`src/hdl/oais_pkg.sv`:
```
// Package for the ordered array block: operation and status codes,
// cell control types. No dependencies.
`timescale 1ns / 1ps

package oais_pkg;

    localparam logic [1:0] OP_INSERT = 2'd0;
    localparam logic [1:0] OP_SEARCH = 2'd1;
    localparam logic [1:0] OP_DELETE = 2'd2;

    localparam logic [1:0] ST_OK        = 2'd0;
    localparam logic [1:0] ST_NOT_FOUND = 2'd1;
    localparam logic [1:0] ST_FULL      = 2'd2;
    localparam logic [1:0] ST_BAD_POS   = 2'd3;

    localparam int ENTRY_W = 32;
    localparam int POS_W   = 7;

    typedef enum logic [1:0] {
        SEL_HOLD,
        SEL_LOAD,
        SEL_LOWER,
        SEL_UPPER
    } t_cell_sel;

    typedef struct packed {
        t_cell_sel sel;
        logic      cmp_en;
    } t_cell_ctl;

endpackage

```
`src/hdl/oais_cell.sv`:
```
// One storage cell of the ordered array row: holds one entry, compares it
// with the broadcast key and takes data from either neighbour. Uses oais_pkg.
`timescale 1ns / 1ps

module oais_cell
    import oais_pkg::*;
(
    input  logic                      i_clk,
    input  t_cell_ctl                 i_ctl,
    input  logic signed [ENTRY_W-1:0] i_value,
    input  logic signed [ENTRY_W-1:0] i_lower,
    input  logic signed [ENTRY_W-1:0] i_upper,
    output logic signed [ENTRY_W-1:0] o_entry,
    output logic                      o_match
);

    logic signed [ENTRY_W-1:0] r_entry;
    logic                      r_match;

    always_ff @(posedge i_clk) begin
        case (i_ctl.sel)
            SEL_LOAD:  r_entry <= i_value;
            SEL_LOWER: r_entry <= i_lower;
            SEL_UPPER: r_entry <= i_upper;
            default:   r_entry <= r_entry;
        endcase
        if (i_ctl.cmp_en) begin
            r_match <= (r_entry == i_value);
        end
    end

    assign o_entry = r_entry;
    assign o_match = r_match;

endmodule
```
`config.mk`:
```
export PLATFORM = sky130hd
export DESIGN_NAME = oais_cell
export DESIGN_NICKNAME = d
export VERILOG_FILES = /design/src/hdl/oais_pkg.sv /design/src/hdl/oais_cell.sv
export SDC_FILE = /design/constraint.sdc
export NUM_CORES = 1
export LEC_CHECK = 0
export BUFFER_PORTS_ARGS = -buffer_cell sky130_fd_sc_hd__buf_2
export CAP_MARGIN = 40
export CORE_MARGIN = 3
export CORE_UTILIZATION = 42
export DETAILED_ROUTE_END_ITERATION = 12
export PLACE_DENSITY_LB_ADDON = 0.3
export RECOVER_POWER = 100
export SYNTH_ARGS = -nofsm -noshare
export SYNTH_HDL_FRONTEND = slang
export SYNTH_SLANG_ARGS = --single-unit
```
`constraint.sdc`:
```
create_clock -name i_clk -period 2 [get_ports i_clk]
set_input_delay 0.5 -clock i_clk [delete_from_list [all_inputs] [get_ports i_clk]]
set_output_delay 0.5 -clock i_clk [all_outputs]
set_load 0.01 [all_outputs]
```
== After elaboration in Yosys (flattened, before gate mapping) ==
Index checks and enable logic that the tools add are counted.
Operators by class
  reductions and logical operators: 1
  muxes and demuxes: 1
  equal/unequal tests: 4
Operators with widths (number)
  $pmux W32 S3: 1
  $eq A32 B32 Y1: 1
  $eq A2 B2 Y1 const B: 2
  $reduce_bool A3 Y1: 1
  $eq A2 B1 Y1 const B: 1
Word-level totals
  output and inout port bits: 33
  logic and storage cells: 8
  flip-flop bits (word level): 33

== Logic depth before layout (Yosys ltp) ==
Gate-level depths: netlist (run 1).
  word-level depth: 2
  depth in mapped cells: 4
  depth with buffers taken out: 4

== Least setup slack after synthesis (run 1) ==
OpenSTA, ideal clock, no wires.
  path type: input -> register
  start: input port i_ctl[1] (netlist bit)
  end: register r_entry[0], in the netlist o_entry[0] (enable)
  arrival: 1.273 ns
  data required time: 1.625 ns
  path slack: 0.353 ns
  setup time: 0.375 ns
  buffers on the path: 2
  stages: 3
  cells stage by stage: buf_4 buf_6 or2_2
On the way
  cells in the longest elaborated chain, start to end: 2
Ends and longest elaborated chain
  start: declaration: RTL line oais_cell.sv:9  | input t_cell_ctl i_ctl,
  $eq A2 B2 Y1 or $eq A2 B1 Y1 (tied branches): RTL line oais_cell.sv:21  | case (i_ctl.sel)
  $reduce_bool A3 Y1 (no line) *
  end signal: assignment: RTL line oais_cell.sv:22  | SEL_LOAD: r_entry <= i_value;
  end signal: assignment: RTL line oais_cell.sv:23  | SEL_LOWER: r_entry <= i_lower;
  end signal: assignment: RTL line oais_cell.sv:24  | SEL_UPPER: r_entry <= i_upper;
  end: declaration: RTL line oais_cell.sv:17  | logic signed [ENTRY_W-1:0] r_entry;
Every way passes the cells marked *; elsewhere a longest branch is shown, timed or not.
A chain may end at the register's enable or synchronous reset.

== Worst setup path after layout (run 1) ==
  start: register r_entry[4], in the netlist o_entry[4]
  end: register r_match, in the netlist o_match, data pin
On the way
  cells in the longest elaborated chain, start to end: 1
Ends and longest elaborated chain
  $eq A32 B32 Y1: RTL line oais_cell.sv:28  | r_match <= (r_entry == i_value);
  end signal: assignment: RTL line oais_cell.sv:28
  end: declaration: RTL line oais_cell.sv:18  | logic r_match;
Every way passes these cells.

==> metrics.txt, run 1 <==
Routed Antenna Nets 0; H-tree depth 2; worst hold path class primary input to register; Worst Setup Slack, final 0.570 ns; Die X 75.3 um; largest net degree at the start of global routing 65; Slew Viols, Final 0; post-CTS setup buffer count 0; initial core utilization 0.448; slowest stage delay, CP 0.42 ns; Max clock buf depth 2; area leader, netlist edfxtp_1; Critical Path RT 2.14 ns; worst hold slack 0.464 ns; reg2reg path depth 4; worst setup path start o_entry[4]; first-pass GRT wire length 7660 um; reported max-cap violation count 0; Port Buffers 132; Final Critical Period 1.43 ns; GRT Total Usage 0.182; cell area after synthesis 2020 um2; net count after synthesis 284; crit path DAT 1.57 ns; placer congestion estimate 0.758; Leakage 1.25 nW; Startpoint Class register; Tightest Pin Transition 0.764 ns; Residual DRC 0; Syn Area/Cell 11.0 um2; drt pass-1 iters 4; post-route cell area 2730 um2; worst-path cell chain xor2_1, nor4_1, nand4_1, nor2_1; sequential area share after synthesis 0.491; TNS Setup 0 ns; power density over cell area 668 nW/um2; Post-DP HPWL 4220 um; critical path class register to register; die area 5670 um2; period utilization 0.715; Syn-to-layout area delta 35.4%; synth top area cells edfxtp_1, mux2i_1, xor2_1; f_max 0.699 GHz; Clk Tree Root Cell clkbuf_8; Vias/cell 4.96; clock slew at reported path FFs 0.07 ns; Max FO, Critical Path 2; Synth top area share 0.491; pre-CTS setup slack 0.368 ns; reg2reg start o_entry[4]; diode count 0; Cells after Synth 184; Worst path slowest cell edfxtp_1; worst-skew pair later-pin latency 0.28 ns; final setup fails 0; hold_sp i_ctl[0]; status complete, no violations; Final Skew 0.00605 ns; CTS-repair resized insts 0; Netlist cell types 12; WHS Path Cells 1; Die H 75.3 um; Site Rows 24; Worst slew margin 0.491; nets 415; # IOs 133; CTS Sinks 33; placed instance area 2690 um2; hold buffers post-CTS 0; DR vias 1825; final wirelength 5340 um; vias in the first global route 1719; initial antenna violation count 0; Fin. Hold Viols 0; Worst Setup End Kind register; synthesized flop and latch total 33; Synth Warn # 0; RSZ-0062 raised after global routing false; core area 4500 um2; CTS tree yes; share of cells above drive strength 1 0.339; number of CTS-inserted buffers 5; drt initial violations 72; Congestion Overflow GR 0; Avg WL per Cell 14.5 um; Max VDD drop 0.342 mV
## metrics by stage
stage / power [mW] / cells / utilization
floorplan: 1.16 / 184 / -
global placement: 1.37 / 360 / 0.598
detailed placement: 1.39 / 360 / 0.598
CTS: 1.86 / 368 / 0.616
global route: 1.93 / 368 / 0.606
finish: 1.82 / 368 / 0.606
## state kept, by name, summed over array words and instances, names as in the netlist
signal / flops
o_entry: 32
o_match: 1
## cells in the final DEF (no fill, tap or decap)
| master | Yosys | layout |
|---|---|---|
| nand4_1 | 2 | 2 |
| buf_2 | 4 | 97 |
| clkbuf_8 | 0 | 5 |
| nor4_1 | 8 | 8 |
| edfxtp_1 | 33 | 33 |
| nor2_1 | 33 | 33 |
| or2_2 | 1 | 1 |
| clkinv_1 | 0 | 2 |
| mux2i_1 | 32 | 32 |
| clkinv_2 | 0 | 1 |
| buf_4 | 1 | 3 |
| clkbuf_1 | 3 | 35 |
| a21oi_1 | 32 | 32 |
| xor2_1 | 32 | 32 |
## cells in the mapped netlist, drive strengths merged
| cell type | number |
|---|---|
| mux2i | 32 |
| edfxtp | 33 |
| a21oi | 32 |
| nand4 | 2 |
| nor4 | 8 |
| clkbuf | 3 |
| or2 | 1 |
| nor2 | 33 |
| buf | 8 |
| xor2 | 32 |
## worst paths after layout
path             end  slack, ns
max          o_match       0.57
min          o_match       0.46
max reg2reg  o_match       0.57
min reg2reg  o_match       0.84
## final cells by class
type,instances,area (um2)
flip-flops and latches,33,991
well taps,52,65.1
fillers,416,1770
clock buffers,5,68.8
clock inverters,3,12.5
repair buffers,135,639
multi-input cells,140,953
## layer usage
layer	vias to the layer above	track usage	routed length [um]
met2	82	0.309	2610
met4	0	0.0583	77
met1	806	0.225	2250
met3	9	0.0488	399
li1	928	-	-
met5	-	0	0
## where the power goes
group	switching, mW	internal, mW
clock	0.242	0.234
sequential	0.0517	0.859
combinational	0.237	0.200
total	0.530	1.29
## cells by family (layout without fill, tap and decap cells)
family | Yosys count | count (layout) | share of synthesized area
simple gates | 44 | 44 | 0.0955
buf+inv | 11 | 143 | 0.0360
compound gates | 32 | 32 | 0.0794
mux | 32 | 32 | 0.159
flops | 33 | 33 | 0.491
xor+xnor | 32 | 32 | 0.139
## worst max-delay path: cells and delay by family (launching register included)
kind	cells	cell delay (ns)
flip-flops	1	0.42
XOR/XNOR	1	0.16
AND/OR/NAND/NOR	3	0.71
Power figures use the tool's default switching activity.
==> inputs of run 2 (changes only) <==
--- a/config.mk
+++ b/config.mk
@@ -8,7 +8,7 @@
 export BUFFER_PORTS_ARGS = -buffer_cell sky130_fd_sc_hd__buf_2
 export CAP_MARGIN = 40
 export CORE_MARGIN = 3
-export CORE_UTILIZATION = 42
+export CORE_UTILIZATION = 38
 export DETAILED_ROUTE_END_ITERATION = 12
 export PLACE_DENSITY_LB_ADDON = 0.3
 export RECOVER_POWER = 100
==> constraint.sdc (replaced) <==
create_clock -name i_clk -period 1.2 [get_ports i_clk]
set_input_delay 0.3 -clock i_clk [delete_from_list [all_inputs] [get_ports i_clk]]
set_output_delay 0.3 -clock i_clk [all_outputs]
set_load 0.01 [all_outputs]
==> run 2 against run 1 <==
The flow now finishes with violations (negative setup slack). Sequential power up 67%. Clock power rose by 66%. Non-clock buffer count increased by 10. Clock-buffer cell count did not move. Sequential cell count unchanged. Highest routed layer unchanged. Cell count rose by 6.8%. Worst hold slack got worse by 0.25 ns. Critical path depth unchanged.
==> metrics.txt, run 2 (synthesis gave the netlist of run 1 again) <==
Max FO, Critical Path 2 (unchanged); hold buffers post-CTS 0 (unchanged); filler cell count 432 (was 416); initial core utilization 0.411 (was 0.448); Worst slew margin 0.558 (was 0.491); share of cells above drive strength 1 0.463 (was 0.339); Congestion Overflow GR 0 (unchanged); critical path class register to register (unchanged); Avg WL per Cell 13.8 um (was 14.5 um); drt pass-1 iters 4 (unchanged); GRT Total Usage 0.174 (was 0.182); Syn-to-layout area delta 45.8% (was 35.4%); # IOs 133 (unchanged); register area 991 um2 (unchanged); Final Critical Period 1.28 ns (was 1.43 ns); final wirelength 5410 um (was 5340 um); Worst path slowest cell edfxtp_1 (unchanged); diode count 0 (unchanged); most frequent cells in the layout buf_2, nor2_1, edfxtp_1 (was buf_2, clkbuf_1, nor2_1, edfxtp_1); Post-DP HPWL 4180 um (was 4220 um); worst hold path class primary input to register (unchanged); reported max-cap violation count 0 (unchanged); Clk Tree Root Cell clkbuf_8 (unchanged); Post-Layout Cell Count 393 (was 368); CTS tree yes (unchanged); Top Family by Delay on Critical Path simple AND/OR/NAND/NOR gates (unchanged); Worst Setup Slack, final -0.0755 ns (was 0.570 ns); Residual DRC 0 (unchanged); DR vias 1852 (was 1825); crit path DAT 1.42 ns (was 1.57 ns); initial antenna violation count 0 (unchanged); core area 4910 um2 (was 4500 um2); placer congestion estimate 0.742 (was 0.758); Fin. Hold Viols 0 (unchanged); die area 6220 um2 (was 5670 um2); power density over cell area 1080 nW/um2 (was 668 nW/um2); Vias/cell 4.71 (was 4.96); Port Buffers 132 (unchanged); final setup fails 11 (was 0); Critical Path RT 1.34 ns (was 2.14 ns); Tightest Pin Transition 0.663 ns (was 0.764 ns); Final Skew 0.00305 ns (was 0.00605 ns); Die X 78.9 um (was 75.3 um); total power 3.17 mW (was 1.82 mW); vias in the first global route 1815 (was 1719); Routed Antenna Nets 0 (unchanged); Multi-input gate area 987 um2 (was 953 um2); status finished with violations (was complete, no violations); period utilization 1.06 (was 0.715); Startpoint Class register (unchanged); Site Rows 25 (was 24); drt initial violations 61 (was 72); worst-path cell chain xor2_1, nor4_2, nand4_1, nor2_1 (was xor2_1, nor4_1, nand4_1, nor2_1); slowest stage delay, CP 0.42 ns (about the same); nets 425 (was 415); Slew Viols, Final 0 (unchanged); CTS Sinks 33 (unchanged); number of CTS-inserted buffers 5 (unchanged); placed cells 385 (was 360); commonest non-fill, non-tap cell in the layout buf_2 (unchanged); H-tree depth 2 (unchanged); failing checks negative setup slack; Max clock buf depth 2 (unchanged); pre-CTS setup slack -0.207 ns (was 0.368 ns); Die H 78.9 um (was 75.3 um); largest net degree at the start of global routing 41 (was 65); first-pass GRT wire length 8350 um (was 7660 um); f_max 0.784 GHz (was 0.699 GHz); max reg flops 32 (unchanged); RSZ-0062 raised after global routing true (was false); Buf+Inv Stages, Crit Path 0 (unchanged); clock slew at reported path FFs 0.07 ns (about the same); worst hold slack 0.218 ns (was 0.464 ns); flop2flop setup slack -0.08 ns (was 0.57 ns); Leakage 1.40 nW (was 1.25 nW); worst-skew pair later-pin latency 0.28 ns (about the same); Worst Setup End Kind register (unchanged); Max VDD drop 0.615 mV (was 0.342 mV)
-- run 2: changes by cell type in the layout (fill, tap and decap cells not counted), sizes merged --
cell    previous run  this run
clkbuf            40        35
buf              100       115
-- run 2: cell type report --
cell class / instances / share of cell area
flip-flops and latches: 33 / 0.337
multi-input cells: 140 / 0.336
repair buffers: 145 / 0.271
well taps: 67 / 0.0285
clock buffers: 5 / 0.0234
clock inverters: 3 / 0.00425
-- run 2: worst paths after layout --
check / from / to / cells after the start
worst min register to register: o_entry[13] / o_match / 4
worst min-delay path: i_ctl[0] / o_match / 1
worst max-delay path: o_entry[17] / o_match / 4
worst max register to register: o_entry[17] / o_match / 4
-- run 2: what timing repair did --
item | CTS | global route
pin swaps | 3 | 0
resized for setup | 10 | 5
setup endpoints to repair | 5 | 6
buffers inserted | 1 | 0
-- run 2: report_power, final --
group / internal (mW) / switching [mW] / leakage, nW
combinational: 0.436 / 0.423 / 1.02
clock: 0.390 / 0.401 / 0.0430
sequential: 1.43 / 0.0918 / 0.333
total: 2.26 / 0.916 / 1.40
-- run 2: through the flow --
stage | cell area [um2] | util | setup TNS (ns)
6_report | 2940 | 0.599 | -0.376
5_1_grt | 2940 | 0.599 | -1.91
3_3_place_gp | 2800 | 0.570 | -4.01
4_1_cts | 2940 | 0.599 | -0.401
2_1_floorplan | 2040 | - | -0.0161
3_5_place_dp | 2800 | 0.570 | -4.64
-- run 2: routing by layer --
| layer | wire [um] | GRT usage |
|---|---|---|
| met5 | 0 | 0 |
| met4 | 59 | 0.0704 |
| met3 | 530 | 0.0408 |
| met2 | 2570 | 0.281 |
| met1 | 2250 | 0.224 |
==> inputs of run 3 (changes only) <==
--- a/config.mk
+++ b/config.mk
@@ -5,10 +5,11 @@
 export SDC_FILE = /design/constraint.sdc
 export NUM_CORES = 1
 export LEC_CHECK = 0
+export ABC_AREA = 1
 export BUFFER_PORTS_ARGS = -buffer_cell sky130_fd_sc_hd__buf_2
 export CAP_MARGIN = 40
 export CORE_MARGIN = 3
-export CORE_UTILIZATION = 38
+export CORE_UTILIZATION = 40
 export DETAILED_ROUTE_END_ITERATION = 12
 export PLACE_DENSITY_LB_ADDON = 0.3
 export RECOVER_POWER = 100
==> run 3 against run 2 <==
The flow now finishes without violations. Sequential cell count is the same. Register-to-register slack gained 0.13 ns. Sequential power hardly changed. Via count rose by 35%. Largest power group unchanged.
==> metrics.txt, run 3 <==
status complete, no violations (was finished with violations); share of cells above drive strength 1 0.314 (was 0.463); Site Rows 27 (was 25); Die H 82.3 um (was 78.9 um); placed cells 524 (was 385); Residual DRC 0 (unchanged); Vias/cell 4.69 (was 4.71); Syn Area/Cell 7.09 um2 (was 11.0 um2); Clk Tree Root Cell clkbuf_8 (unchanged); Final Critical Period 1.17 ns (was 1.28 ns); worst setup path start o_entry[18] (was o_entry[17]); Worst slew margin 0.690 (was 0.558); Final Skew 0.00914 ns (was 0.00305 ns); drt initial violations 97 (was 61); synth top area cells edfxtp_1, nand2_1, inv_1 (was edfxtp_1, mux2i_1, xor2_1); Top Family by Delay on Critical Path flip-flops (was simple AND/OR/NAND/NOR gates); switch share 0.301 (was 0.289); Leakage 1.69 nW (was 1.40 nW); Critical Path RT 0.90 ns (was 1.34 ns); placed instance area 3030 um2 (was 2800 um2); Max VDD drop 0.523 mV (was 0.615 mV); most frequent cells in the layout nand2_1, buf_2, inv_1 (was buf_2, nor2_1, edfxtp_1); end of the critical path o_entry[18] (was o_match); clock slew at reported path FFs 0.07 ns (about the same); die area 6770 um2 (was 6220 um2); cell area after synthesis 2330 um2 (was 2020 um2); reported max-cap violation count 0 (unchanged); vias in the first global route 2198 (was 1815); Congestion Overflow GR 0 (unchanged); Avg WL per Cell 12.0 um (was 13.8 um); commonest non-fill, non-tap cell in the layout nand2_1 (was buf_2); max reg flops 32 (unchanged); CTS tree yes (unchanged); most numerous cell in the Yosys netlist nand2_1; Die X 82.3 um (was 78.9 um); Worst Setup Slack, final 0.0299 ns (was -0.0755 ns); Syn-to-layout area delta 33.7% (was 45.8%); prevailing post-synth register cell edfxtp_1 (unchanged); Synth top area share 0.426 (was 0.491); drt pass-1 iters 4 (unchanged); Worst path slowest cell edfxtp_1 (unchanged); sequential area share after synthesis 0.426 (was 0.491); final setup fails 0 (was 11); design internal power 2.21 mW (was 2.26 mW); placer congestion estimate 0.738 (was 0.742); Max FO, Critical Path 3 (was 2); RR Endpoint o_match (unchanged); Core Util, Final 0.558 (was 0.599); Routed Antenna Nets 0 (unchanged); Cells after Synth 328 (was 184); TNS Setup 0 ns (was -0.376 ns); total power 3.16 mW (was 3.17 mW); most instantiated cells after synthesis nand2_1, inv_1, nand3_1 (was edfxtp_1, nor2_1, a21oi_1, mux2i_1, xor2_1); reg2reg path depth 7 (was 4); critical path class register to output pin (was register to register); crit path DAT 0.87 ns (was 1.42 ns); reg2reg start o_entry[26] (was o_entry[17]); initial core utilization 0.417 (was 0.411); pre-CTS setup slack -0.0948 ns (was -0.207 ns); net count after synthesis 428 (was 284); Max clock buf depth 2 (unchanged); power density over cell area 1020 nW/um2 (was 1080 nW/um2); first-pass GRT wire length 9520 um (was 8350 um); initial antenna violation count 0 (unchanged); diode count 0 (unchanged); synthesized flop and latch total 33 (unchanged); slowest stage delay, CP 0.43 ns (was 0.42 ns); number of CTS-inserted buffers 5 (unchanged); post-route cell area 3110 um2 (was 2940 um2); Clk pwr share 0.242 (was 0.249); final wirelength 6370 um (was 5410 um); largest net degree at the start of global routing 35 (was 41); period utilization 0.975 (was 1.06); Netlist cell types 14 (was 12); H-tree depth 2 (unchanged); # IOs 133 (unchanged); f_max 0.855 GHz (was 0.784 GHz); register share of total power 0.486 (was 0.480); Tightest Pin Transition 0.464 ns (was 0.663 ns); core area 5570 um2 (was 4910 um2); GRT Total Usage 0.185 (was 0.174); Fin. Hold Viols 0 (unchanged); filler cell count 583 (was 432); post-CTS setup buffer count 0 (was 1); CTS Sinks 33 (unchanged); Buf+Inv Stages, Crit Path 1 (was 0); Synth Warn # 0 (unchanged); RSZ-0062 raised after global routing true (unchanged); Worst Setup End Kind output pin (was register); Post-DP HPWL 5010 um (was 4180 um); worst hold slack 0.228 ns (was 0.218 ns); Startpoint Class register (unchanged); flop2flop setup slack 0.05 ns (was -0.08 ns); Sw Pwr 0.950 mW (was 0.916 mW); number of enable flip-flop cells after synthesis 33 (unchanged); worst-path cell chain buf_2 (was xor2_1, nor4_2, nand4_1, nor2_1); DR vias 2491 (was 1852); CP Depth 1 (was 4); area leader, netlist edfxtp_1 (unchanged); worst hold path class primary input to register (unchanged); Post-Layout Cell Count 531 (was 393); nets 559 (was 425); Slew Viols, Final 0 (unchanged); worst-skew pair later-pin latency 0.27 ns (was 0.28 ns); Port Buffers 132 (unchanged); combinational power share 0.272 (was 0.271); Post-synth ARST share 0 (unchanged); Multi-input gate area 1030 um2 (was 987 um2); register area 991 um2 (unchanged)
## run 3: cell types whose count changed after synthesis, moves of 12 or more
cell	before	now
nand3_1	0	35
xor2_1	32	3
inv_1	0	58
nand2_1	0	132
a21oi_1	32	0
nor2_1	33	21
o211ai_1	0	29
mux2i_1	32	0
## run 3: what timing repair did
item,CTS,global route
hold buffers,0,0
setup endpoints to repair,1,5
pin swaps,0,7
gates resized for setup,1,2
## run 3: layout make-up
| class | instances | share of cell area |
|---|---|---|
| multi-input cells | 222 | 0.331 |
| flip-flops and latches | 33 | 0.319 |
| repair buffers | 138 | 0.225 |
| inverters | 59 | 0.0712 |
| well taps | 72 | 0.0290 |
| clock buffers | 6 | 0.0233 |
| clock inverters | 1 | 0.00121 |
## run 3: worst min path at each step
stage | startpoint | to | slack, ns | cells past startpoint
finish | i_ctl[0] | o_match | 0.23 | 1
detailed placement | i_ctl[0] | o_match | 0.51 | 1
floorplan | i_ctl[0] | o_match | 0.41 | 0
global route | i_ctl[0] | o_match | 0.22 | 1
CTS | i_ctl[0] | o_match | 0.22 | 1
global placement | i_ctl[0] | o_match | 0.51 | 1
## run 3: kinds of logic after synthesis
group	count (synthesis)	synth area share
buffers and inverters	73	0.136
xor gates and xnor gates	3	0.0113
and+or+nand+nor	190	0.334
DFF	33	0.426
AOI/OAI and AO/OA	29	0.0936
## run 3: power groups by stage
stage / Combinational, mW / Sequential (mW) / Clock [mW]
global route: 0.975 / 1.56 / 0.826
CTS: 0.876 / 1.53 / 0.789
floorplan: 0.420 / 1.61 / 0
global placement: 0.852 / 1.55 / 0
finish: 0.859 / 1.54 / 0.763
detailed placement: 0.873 / 1.55 / 0
## run 3: metal layers
layer	up-vias	GRT usage	part of all wire
li1	1304	-	-
met1	1092	0.205	0.40
met2	86	0.348	0.51
met3	9	0.0434	0.079
met4	0	0.0532	0.013
met5	-	0	0
